===== config.mk =====
export PLATFORM = sky130hd
export DESIGN_NAME = presence_motion_classifier
export DESIGN_NICKNAME = d
export VERILOG_FILES = /design/src/rtl/core/pmc_pkg.sv /design/src/rtl/core/pmc_scale.sv /design/src/rtl/core/pmc_classify.sv /design/src/rtl/core/presence_motion_classifier.sv
export SDC_FILE = /design/constraint.sdc
export NUM_CORES = 1
export LEC_CHECK = 0
export BUFFER_PORTS_ARGS = -buffer_cell sky130_fd_sc_hd__buf_2
export CAP_MARGIN = 10
export CORE_ASPECT_RATIO = 1.5
export CORE_MARGIN = 4
export CORE_UTILIZATION = 45
export DETAILED_ROUTE_END_ITERATION = 12
export HOLD_SLACK_MARGIN = 0.05
export MAX_ROUTING_LAYER = met4
export PLACE_DENSITY_LB_ADDON = 0.25
export REMOVE_ABC_BUFFERS = 1
export SKIP_LAST_GASP = 1
export SYNTH_ARGS = -nofsm -noshare
export SYNTH_HDL_FRONTEND = slang
export SYNTH_SLANG_ARGS = --single-unit

===== constraint.sdc =====
create_clock -name clk -period 8.2 [get_ports clk]
set_input_delay 0.41 -clock clk [delete_from_list [all_inputs] [get_ports clk]]
set_output_delay 0.41 -clock clk [all_outputs]
set_load 0.02 [all_outputs]

===== src/rtl/core/pmc_pkg.sv =====
`timescale 1ns / 1ps

package pmc_pkg;

  // Occupancy codes, shared by stable and wanted state
  localparam logic [1:0] ST_EMPTY    = 2'd0;
  localparam logic [1:0] ST_PRESENCE = 2'd1;
  localparam logic [1:0] ST_MOTION   = 2'd2;

  // Configuration register indexes
  localparam logic [2:0] CFG_RAW_WANDER    = 3'd0;
  localparam logic [2:0] CFG_RAW_JITTER    = 3'd1;
  localparam logic [2:0] CFG_PRESENCE_GAIN = 3'd2;
  localparam logic [2:0] CFG_MOTION_GAIN   = 3'd3;
  localparam logic [2:0] CFG_PRESENCE_EXIT = 3'd4;
  localparam logic [2:0] CFG_MOTION_EXIT   = 3'd5;
  localparam logic [2:0] CFG_EMPTY_CONFIRM = 3'd6;
  localparam logic [2:0] CFG_ACTIVE_CONFIRM = 3'd7;

  // 0.05 in Q0.16 (raw thresholds at or below are used unscaled)
  localparam logic [15:0] RAW_KEEP_LIMIT    = 16'd3276;
  // 0.0001 in Q0.16 (wander at or below counts as zero)
  localparam logic [15:0] WANDER_ZERO_LIMIT = 16'd6;
  localparam logic [7:0]  COUNT_MAX         = 8'd255;

  typedef enum logic [2:0] {
    PH_IDLE,
    PH_MENTER,
    PH_PEXIT,
    PH_MEXIT,
    PH_DECIDE
  } pmc_phase_t;

  typedef struct packed {
    logic [15:0] wander_sample;
    logic [15:0] jitter_sample;
  } pmc_sample_t;

  typedef struct packed {
    logic [1:0]  stable_state;
    logic [1:0]  wanted_state;
    logic [7:0]  confirm_count;
    logic [15:0] presence_level;
  } pmc_result_t;

  typedef struct packed {
    logic [15:0] p_enter;
    logic [15:0] m_enter;
    logic [15:0] p_exit;
    logic [15:0] m_exit;
  } pmc_thr_t;

endpackage


===== src/rtl/core/pmc_scale.sv =====
`timescale 1ns / 1ps

// Shared Q0.16 x Q4.8 scaler, saturating at 65535, registered output.
module pmc_scale (
  input  logic        clk,
  input  logic [15:0] level,
  input  logic [11:0] gain,
  input  logic        bypass,
  output logic [15:0] product
);
  import pmc_pkg::*;

  logic [27:0] full;
  logic [15:0] scaled;

  always_comb begin
    full   = 28'(level) * 28'(gain);
    scaled = (full[27:24] != 4'd0) ? 16'hFFFF : full[23:8];
  end

  always_ff @(posedge clk) begin
    product <= bypass ? level : scaled;
  end

endmodule


===== src/rtl/core/pmc_classify.sv =====
`timescale 1ns / 1ps

// Hysteresis decision and frame confirmation; state advances on step.
module pmc_classify #(
  parameter logic [15:0] JITTER_FALLBACK_MIN   = 16'd655,
  parameter logic [15:0] WANDER_FALLBACK_LEVEL = 16'd1311
) (
  input  logic                 clk,
  input  logic                 rst,
  input  logic                 step,
  input  pmc_pkg::pmc_sample_t sample,
  input  pmc_pkg::pmc_thr_t    thr,
  input  logic [7:0]           empty_frames,
  input  logic [7:0]           active_frames,
  output pmc_pkg::pmc_result_t result
);
  import pmc_pkg::*;

  logic [1:0]  current_state, current_state_next;
  logic [1:0]  candidate_state, candidate_state_next;
  logic [7:0]  candidate_count, candidate_count_next;
  logic [15:0] level;
  logic [1:0]  want;
  logic [7:0]  need;
  logic [7:0]  bumped;

  always_comb begin
    level = sample.wander_sample;
    if (sample.wander_sample <= WANDER_ZERO_LIMIT &&
        sample.jitter_sample >= JITTER_FALLBACK_MIN &&
        sample.jitter_sample < thr.m_enter) begin
      level = WANDER_FALLBACK_LEVEL;
    end

    case (current_state)
      ST_MOTION: begin
        if (sample.jitter_sample > thr.m_exit) want = ST_MOTION;
        else if (level > thr.p_enter || level > thr.p_exit) want = ST_PRESENCE;
        else want = ST_EMPTY;
      end
      ST_PRESENCE: begin
        if (sample.jitter_sample > thr.m_enter) want = ST_MOTION;
        else if (level > thr.p_exit) want = ST_PRESENCE;
        else want = ST_EMPTY;
      end
      default: begin
        if (sample.jitter_sample > thr.m_enter) want = ST_MOTION;
        else if (level > thr.p_enter) want = ST_PRESENCE;
        else want = ST_EMPTY;
      end
    endcase

    need   = (want == ST_EMPTY) ? empty_frames : active_frames;
    bumped = (candidate_count == COUNT_MAX) ? candidate_count : candidate_count + 8'd1;

    current_state_next   = current_state;
    candidate_state_next = candidate_state;
    candidate_count_next = candidate_count;
    if (want == current_state) begin
      candidate_state_next = current_state;
      candidate_count_next = 8'd0;
    end else begin
      if (want == candidate_state) begin
        candidate_count_next = bumped;
      end else begin
        candidate_state_next = want;
        candidate_count_next = 8'd1;
      end
      if (candidate_count_next >= need) begin
        current_state_next   = want;
        candidate_state_next = want;
        candidate_count_next = 8'd0;
      end
    end

    result.stable_state   = current_state_next;
    result.wanted_state   = want;
    result.confirm_count  = candidate_count_next;
    result.presence_level = level;
  end

  always_ff @(posedge clk) begin
    if (rst) begin
      current_state   <= ST_EMPTY;
      candidate_state <= ST_EMPTY;
      candidate_count <= 8'd0;
    end else if (step) begin
      current_state   <= current_state_next;
      candidate_state <= candidate_state_next;
      candidate_count <= candidate_count_next;
    end
  end

endmodule


===== src/rtl/core/presence_motion_classifier.sv =====
`timescale 1ns / 1ps

// Channel  | handshake                  | payload
// ---------+----------------------------+------------------------------
// sample   | sample_valid / sample_stall| pmc_sample_t (wander, jitter)
// result   | result_valid / result_stall| pmc_result_t (states, count, level)
// cfg      | cfg_write                  | cfg_index, cfg_data
//
// Each transaction steps through its phases in order: the accept, in which the
// shared scaler forms presence enter, then motion enter, presence exit and
// motion exit, then the decision. sample_stall is high from after the accept
// until the decision completes. The decision waits while a previous result is
// still held and stalled. Reset (rst, synchronous) restores register defaults,
// empties the state and drops result_valid.
module presence_motion_classifier #(
  parameter logic [15:0] JITTER_FALLBACK_MIN   = 16'd655,
  parameter logic [15:0] WANDER_FALLBACK_LEVEL = 16'd1311
) (
  input  logic                 clk,
  input  logic                 rst,
  input  logic                 sample_valid,
  output logic                 sample_stall,
  input  pmc_pkg::pmc_sample_t sample,
  output logic                 result_valid,
  input  logic                 result_stall,
  output pmc_pkg::pmc_result_t result,
  input  logic                 cfg_write,
  input  logic [2:0]           cfg_index,
  input  logic [15:0]          cfg_data
);
  import pmc_pkg::*;

  // configuration registers
  logic [15:0] raw_wander_threshold;
  logic [15:0] raw_jitter_threshold;
  logic [11:0] presence_gain;
  logic [11:0] motion_gain;
  logic [11:0] presence_exit_gain;
  logic [11:0] motion_exit_gain;
  logic [7:0]  empty_frames;
  logic [7:0]  active_frames;

  pmc_phase_t  phase, phase_next;
  pmc_sample_t held;
  logic [15:0] p_enter;
  logic [15:0] m_enter;
  logic [15:0] p_exit;
  logic [15:0] product;
  pmc_thr_t    thr;
  pmc_result_t decided;

  // sequencer outputs
  logic [15:0] op_level;
  logic [11:0] op_gain;
  logic        op_bypass;
  logic        load_p_enter;
  logic        load_m_enter;
  logic        load_p_exit;
  logic        step;

  logic take;

  assign take         = sample_valid && !sample_stall;
  assign sample_stall = (phase != PH_IDLE);

  always_ff @(posedge clk) begin
    if (rst) begin
      raw_wander_threshold <= 16'd0;
      raw_jitter_threshold <= 16'd0;
      presence_gain        <= 12'd256;
      motion_gain          <= 12'd256;
      presence_exit_gain   <= 12'd192;
      motion_exit_gain     <= 12'd192;
      empty_frames         <= 8'd10;
      active_frames        <= 8'd3;
    end else if (cfg_write) begin
      case (cfg_index)
        CFG_RAW_WANDER:     raw_wander_threshold <= cfg_data;
        CFG_RAW_JITTER:     raw_jitter_threshold <= cfg_data;
        CFG_PRESENCE_GAIN:  presence_gain        <= cfg_data[11:0];
        CFG_MOTION_GAIN:    motion_gain          <= cfg_data[11:0];
        CFG_PRESENCE_EXIT:  presence_exit_gain   <= cfg_data[11:0];
        CFG_MOTION_EXIT:    motion_exit_gain     <= cfg_data[11:0];
        CFG_EMPTY_CONFIRM:  empty_frames         <= cfg_data[7:0];
        CFG_ACTIVE_CONFIRM: active_frames        <= cfg_data[7:0];
        default: ;
      endcase
    end
  end

  // next phase
  always_comb begin
    phase_next = phase;
    case (phase)
      PH_IDLE:   if (take) phase_next = PH_MENTER;
      PH_MENTER: phase_next = PH_PEXIT;
      PH_PEXIT:  phase_next = PH_MEXIT;
      PH_MEXIT:  phase_next = PH_DECIDE;
      PH_DECIDE: if (!result_valid || !result_stall) phase_next = PH_IDLE;
      default:   phase_next = PH_IDLE;
    endcase
  end

  // scaler operands and loads; product is the registered result of the operands
  always_comb begin
    op_level     = raw_wander_threshold;
    op_gain      = presence_gain;
    op_bypass    = (raw_wander_threshold <= RAW_KEEP_LIMIT);
    load_p_enter = 1'b0;
    load_m_enter = 1'b0;
    load_p_exit  = 1'b0;
    step         = 1'b0;
    case (phase)
      PH_IDLE: ;  // presence enter computes while idle, ready at accept
      PH_MENTER: begin
        op_level     = raw_jitter_threshold;
        op_gain      = motion_gain;
        op_bypass    = (raw_jitter_threshold <= RAW_KEEP_LIMIT);
        load_p_enter = 1'b1;
      end
      PH_PEXIT: begin
        op_level     = p_enter;
        op_gain      = presence_exit_gain;
        op_bypass    = 1'b0;
        load_m_enter = 1'b1;
      end
      PH_MEXIT, PH_DECIDE: begin
        // decide keeps the motion exit operands so product stays put on a wait
        op_level    = m_enter;
        op_gain     = motion_exit_gain;
        op_bypass   = 1'b0;
        load_p_exit = (phase == PH_MEXIT);
        step        = (phase == PH_DECIDE) && (!result_valid || !result_stall);
      end
      default: ;
    endcase
  end

  always_ff @(posedge clk) begin
    if (rst) phase <= PH_IDLE;
    else     phase <= phase_next;
  end

  always_ff @(posedge clk) begin
    if (take)         held    <= sample;
    if (load_p_enter) p_enter <= product;
    if (load_m_enter) m_enter <= product;
    if (load_p_exit)  p_exit  <= product;
  end

  pmc_scale u_scale (
    .clk     (clk),
    .level   (op_level),
    .gain    (op_gain),
    .bypass  (op_bypass),
    .product (product)
  );

  assign thr = '{p_enter: p_enter, m_enter: m_enter, p_exit: p_exit, m_exit: product};

  pmc_classify #(
    .JITTER_FALLBACK_MIN   (JITTER_FALLBACK_MIN),
    .WANDER_FALLBACK_LEVEL (WANDER_FALLBACK_LEVEL)
  ) u_classify (
    .clk           (clk),
    .rst           (rst),
    .step          (step),
    .sample        (held),
    .thr           (thr),
    .empty_frames  (empty_frames),
    .active_frames (active_frames),
    .result        (decided)
  );

  // output register: holds a finished transaction while the sink stalls
  always_ff @(posedge clk) begin
    if (rst) begin
      result_valid <= 1'b0;
    end else if (step) begin
      result_valid <= 1'b1;
    end else if (!result_stall) begin
      result_valid <= 1'b0;
    end
  end

  always_ff @(posedge clk) begin
    if (step) result <= decided;
  end

endmodule

; Word-level counts from Yosys, hierarchy flattened
; Index checks and enable logic that the tools add are counted.
[word_totals]
inputBits = 56
regBits = 236
wordCells = 114
output_inout_bits = 30
[classes]
add_sub_neg = 1
n_eq_ne = 20
muxes = 33
reduce_logical = 26
magnitude_cmp = 10
multipliers = 1
[op_table]
columns = operator, count
row1 = greater-than comparator 16 bit, 4
row2 = 2-to-1 mux 16 bit, 3
row3 = 2-to-1 mux 8 bit, 6
row4 = one-hot mux 16 bit (3 select lines), 1
row5 = one-hot mux 12 bit (3 select lines), 1
row6 = "less-or-equal comparator 16 x 12 -> 1 bit, second input constant", 2
row7 = multiplier 16 x 12 -> 28 bit, 1
row8 = AND reduction 2 bit, 10
row9 = ">= comparator 16 x 10 -> 1 bit, second input constant", 1
row10 = "less-or-equal comparator 16 x 3 -> 1 bit, second input constant", 1
row11 = < comparator 16 bit, 1
row12 = 2-to-1 mux 2 bit, 8
row13 = "== test 3 bit, second input constant", 5
row14 = one-hot mux 3 bit (5 select lines), 1
row15 = "== test 3 x 2 -> 1 bit, second input constant", 4
row16 = 2-to-1 mux 1 bit, 9
row17 = "adder 8 x 1 -> 8 bit, second input constant", 1
row18 = "== test 8 bit, second input constant", 1
row19 = >= comparator 8 bit, 1
row20 = "== test 3 x 1 -> 1 bit, second input constant", 2
row21 = zero test 3 bit, 2
row22 = 2-to-1 mux 3 bit, 2
row23 = == test 2 bit, 2
row24 = logical AND 1 bit, 4
row25 = 14 further kinds, 18

; Logic depth before layout (Yosys ltp)
[depth]
ltp_word = 15
ltp_mapped = 32
depth_no_buf = 30

; By module
; A second synthesis with hierarchy kept.
[hier_totals]
hier_cells = 1943
area_unflattened_um2 = 17952.2
[modules_own_cells]
columns = mod, instances, cells_each, seq_area_each_um2, area_per_inst_um2
row1 = presence_motion_classifier, 1, 719, 5245.0, 8204.1
row2 = pmc_scale, 1, 812, 320.3, 6834.1
row3 = pmc_classify, 1, 412, 240.2, 2914.0

; Least setup slack after synthesis
; Ideal clock, no wire load.
[synth_path]
path_type = register to register
start = reg phase[1]
end = reg u_scale.product[13]
synth_period_minus_slack_ns = 7.533
t_required_ns = 8.085
stages_incl_launch_ff = 30
n_path_buf = 6
setup_ns = 0.115
arrival_ns = 7.418
slack_ns = 0.667
cell_sequence = dfxtp_1 -> buf_6 -> buf_6 -> buf_1 -> mux4_2 -> nand2_1 -> o21ai_0 -> clkbuf_1 -> nand2_1 -> fa_1 -> fa_1 -> inv_1 -> fa_1 -> inv_1 -> fa_1 -> inv_1 -> fa_1 -> ha_1 -> and3_1 -> and2_1 -> and3_1 -> a22o_1 -> a221o_1 -> a21o_1 -> xnor2_1 -> nand2_1 -> or4_1 -> buf_6 -> buf_8 -> o21a_1
[synth_via]
elab_chain_cells = 7
elab_cells_between_ends = 13
classes_between = 1 x mul / 4 x eq/ne / 5 x mux / 3 x reduce/logical
[synth_lines]
columns = element, line_no
row1 = start: declaration, presence_motion_classifier.sv:43  ; pmc_phase_t phase, phase_next;
row2 = start signal: assignment, presence_motion_classifier.sv:141  ; else phase <= phase_next;
row3 = == test 3 x 2 -> 1 bit / == test 3 bit (equally long branches), presence_motion_classifier.sv:113  ; case (phase)
row4 = OR reduction 2 bit, presence_motion_classifier.sv:113
row5 = one-hot mux 16 bit (3 select lines) / one-hot mux 12 bit (3 select lines) (equally long branches), presence_motion_classifier.sv:113
row6 = multiplier 16 x 12 -> 28 bit, pmc_scale.sv:17  ; full = 28'(level) * 28'(gain);
row7 = nonzero test 4 bit, pmc_scale.sv:18  ; scaled = (full[27:24] != 4'd0) ? 16'hFFFF : full[23:8];
row8 = 2-to-1 mux 16 bit, pmc_scale.sv:18
row9 = 2-to-1 mux 16 bit (*), pmc_scale.sv:22  ; product <= bypass ? level : scaled;
row10 = end signal: assignment, pmc_scale.sv:22
row11 = end: declaration, pmc_scale.sv:9  ; output logic [15:0] product
; Mark *: on every way between the ends. The rest lies on a longest branch, timed or not.
; A chain may end at the register's enable or synchronous reset.

; Worst setup path in the final report
[layout_path]
start = reg phase[0]
end = reg u_scale.product[8]
; Same word-level chain as after synthesis.

==> out/results.txt <==
The worst hold path begins at sample[22]. The ratio of routed vias to standard cells was 5.678; the max-cap check violation count was 0. The synthesized area divided by synthesized cell count works out to 9.395 um2. The final critical path takes up 95.38% of the cycle. Internal power comes to 2179 uW.

The detailed-route wire length came out at 51,030 um. The synthesized netlist cell count was 1,848. Worst hold slack after final layout: 0.06709 ns. The worst-case IR drop observed on VDD is 0.0001799 V. The tools report the total via count in the routed design as 13,870. The total I/O pin count was 86; the overall overflow remaining after global route was 0.

Counting the buffers created by CTS gives 23. TritonCTS built the clock tree. For this run, the leading register cell type out of synthesis is dfxtp_1.

Once layout is complete, the utilization of the core stands at 51.09%. The number of flops mapped to enable cells by yosys is 108. Power spread over the standard cell area amounts to 159.5 nW/um2. The tools report the sequential cell fraction of total power as 45.3%.

Total count of hold-check failures in the final report: 0. Of the post-synthesis cell area, the dominant cell type holds 18.68%. Once detail routing completed, the nets flagged for antenna violations numbered 0. The floorplan has 87 rows. In this run, synthesis produced a sequential element count of 236. Sequential cells were found to cover 33.44% of the synthesized design area. The number of antenna repair diodes is 0. The setup path with the least slack is of type flop to flop.

After clock tree synthesis, the setup repair step added 0 buffers. In this run the static leakage power is 0.008638 uW. Setup violations remaining at the end of the flow were counted as 0. The part of the power in the clock network is 35.5%, and the area of the mapped netlist is 17,360 um2.

By area the synthesized netlist is led by edfxtp_1 (19%), fa_1 (16%), dfxtp_1 (15%). STA classifies the critical path startpoint as a flop. The number of max-slew violations in the final report is 0, and the average wire per standard cell is 20.90 um.

The number of DRC violations after detailed routing was 0. In the layout the commonest cells are nand2_1 (365), inv_1 (212), a21oi_1 (142). The type of the tightest min-delay check is primary input to flop. Setup repair after global routing left no endpoint under its margin.

The run finished with clean final reports. Estimated wirelength of the detail-placed design: 40,900 um. The logs give 19,350 um2 for the area of all placed cells without fillers and 8.22 ns for the arrival time of data at the critical path endpoint. Global routing used 24.96% of the available tracks. Net switching is 29.40% of the power. The top cell type by total area after synthesis was edfxtp_1. In this run the critical register-to-register path is launched from phase[0]. Once placement finished, the instance area stood at 18,460 um2. Most frequent standard cell in the layout excluding fill and tap cells: nand2_1.

The via count of the first global-routing pass is 14,540. The signed area change from the synthesized netlist to the final layout came out at 11.47%. The number of sinks driven by the clock tree came out at 236. The post-synthesis cell type count is 90. The tree is rooted in a clkbuf_16. The worst pin sits at a relative slew slack of 27.89%. The first routing iteration left 836 violations. The routed design could run at a clock period as short as 7.821 ns.

The tools report the number of synthesis warnings as 0. The longest clock path from root to sink contains 3 buffers. The number of H-tree levels is 1, and the placeable core region is 37,880 um2.

The largest net degree at the start of global routing came out at 56. The count of buffers from port buffering was 85; the share of final-layout standard cells stronger than drive strength 1 was 11.57%. The run gives 0 as the initial antenna violation count.

The final weighted congestion of routability-driven global placement came out at 0.9566. Counting the fill cells in the layout gives 3,517. The overall power consumption was 3086 uW. Counting flops with an async set or reset pin after synthesis yields a share of 0%. At the later pin of the worst-skew pair, clock insertion delay measures 0.53 ns. The tools report the critical path endpoint category as a flop. The first global-routing pass estimated 80,510 um of wire. Timing would allow up to 0.1279 GHz.

The run gives 19.1% as the part of the power in combinational logic. For the worst setup path, the data required time is 8.60 ns. Along the worst path, the maximum fanout reaches 16. At the pin with the least slew margin, the transition time is 1.078 ns. The die area is 41,850 um2, and the first-pass detailed-route iteration total is 5.

In this run the vertical extent of the chip is 248.6 um. For this design the total switching power over the nets is 907.4 uW. The initial utilization of the core area, before any placement, comes to 45.83%. Clock-pin slew was measured on the worst setup and hold paths at 0.07 ns.

The width of the die is 168.4 um. The most critical setup path has its startpoint at phase[0]. The clock arrives with 0.01888 ns of skew. The net count of the finished layout is 2,270.
## cells in the mapped netlist (all sizes together), types with 5 or more instances
cell / n
a2111oi: 6
a211oi: 10
a21boi: 5
a21o: 15
a21oi: 142
a221o: 8
a22oi: 9
a31o: 8
a31oi: 11
and2: 20
and3: 16
buf: 15
clkbuf: 79
dfxtp: 128
edfxtp: 108
fa: 139
ha: 137
inv: 214
mux2i: 34
mux4: 14
nand2: 367
nand2b: 17
nand3: 31
nand4: 20
nor2: 84
nor2b: 32
nor3: 11
nor4: 8
o211ai: 8
o21a: 10
o21ai: 38
o21bai: 5
o22a: 12
or4: 5
xnor2: 15
xor2: 11
## per-stage QoR
| stage | worst slack, ns | instances | setup TNS, ns |
|---|---|---|---|
| after detailed placement | 0.1437 | 2389 | 0 |
| final | 0.3792 | 2442 | 0 |
| after CTS | 0.09896 | 2441 | 0 |
| after floorplan | -0.2871 | 1754 | -4.535 |
| after global placement | 0.3449 | 2389 | 0 |
| after global routing | 0.01019 | 2442 | 0 |
## layer usage
metal	part of all wire (%)	wire length (um)	track usage, %	vias to the layer above
met2	54	27730	46.39	442
met3	4.0	2016	2.034	150
met4	5.5	2783	11.42	0
li1	-	-	-	6400
met5	0	0	-	-
met1	36	18500	26.61	6874
## critical path, cell delays in order (launching register included)
cell,delay [ns]
dfxtp_1,0.44
buf_4,0.22
or3b_4,0.42
nand2_1,0.33
a221o_1,0.55
nand2_1,0.14
fa_1,0.47
fa_1,0.52
inv_1,0.05
fa_1,0.48
inv_1,0.06
fa_1,0.56
inv_1,0.07
fa_1,0.49
ha_1,0.41
and3_1,0.29
and2_1,0.19
and3_1,0.22
a21oi_1,0.08
o21ai_0,0.31
nand4_1,0.15
a41oi_1,0.27
xor2_1,0.10
or4_4,0.66
o22a_1,0.23
## cell type report
class	count	area (um2)	area share (%)
Inverter	215	807.0	4.170
Sequential cell	236	5807	30.00
Clock buffer	30	633.1	3.271
Clock inverter	10	125.1	0.6465
Timing Repair Buffer	159	1013	5.237
Tap cell	489	611.8	3.161
Multi-Input combinational cell	1303	10360	53.51
## final timing paths
kind | cells past startpoint | end | slack, ns
worst max-delay path | 24 | u_scale.product[8] | 0.38
worst min-delay path | 1 | held[22] | 0.07
worst max register to register | 24 | u_scale.product[8] | 0.38
worst min register to register | 2 | active_frames[3] | 0.45
## sequential cells by signal (all words and copies together) (netlist names), 16 cells and up
| signal | count |
|---|---|
| p_enter | 16 |
| raw_jitter_threshold | 16 |
| m_enter | 16 |
| held | 32 |
| u_scale.product | 16 |
| raw_wander_threshold | 16 |
| p_exit | 16 |
| result | 28 |
## timing repair
action                                  CTS  global route
hold buffers                             12             1
hold endpoints to repair                 12             1
endpoints found under the setup margin    0            16
resized for setup                         0             3
## cell families (layout without fill, tap and decap cells)
kind of cell	after synthesis	after routing	synth area share, %
AO/OA/AOI/OAI	324	324	12.31
XOR/XNOR	26	26	1.312
adder cells (fa/ha/maj)	276	276	25.90
buffers and inverters	309	414	6.969
flip-flops	236	236	33.44
multiplexers	49	49	3.841
AND/OR/NAND/NOR	628	628	16.23
## power by group through the flow
stage               Clock [uW]  Sequential, uW  Combinational [uW]
global placement             0            1420                 567
CTS                       1110            1400                 591
floorplan                    0            1380                 362
detailed placement           0            1420                 582
finish                    1100            1400                 590
global route              1160            1400                 658
Power figures use the tool's default switching activity.
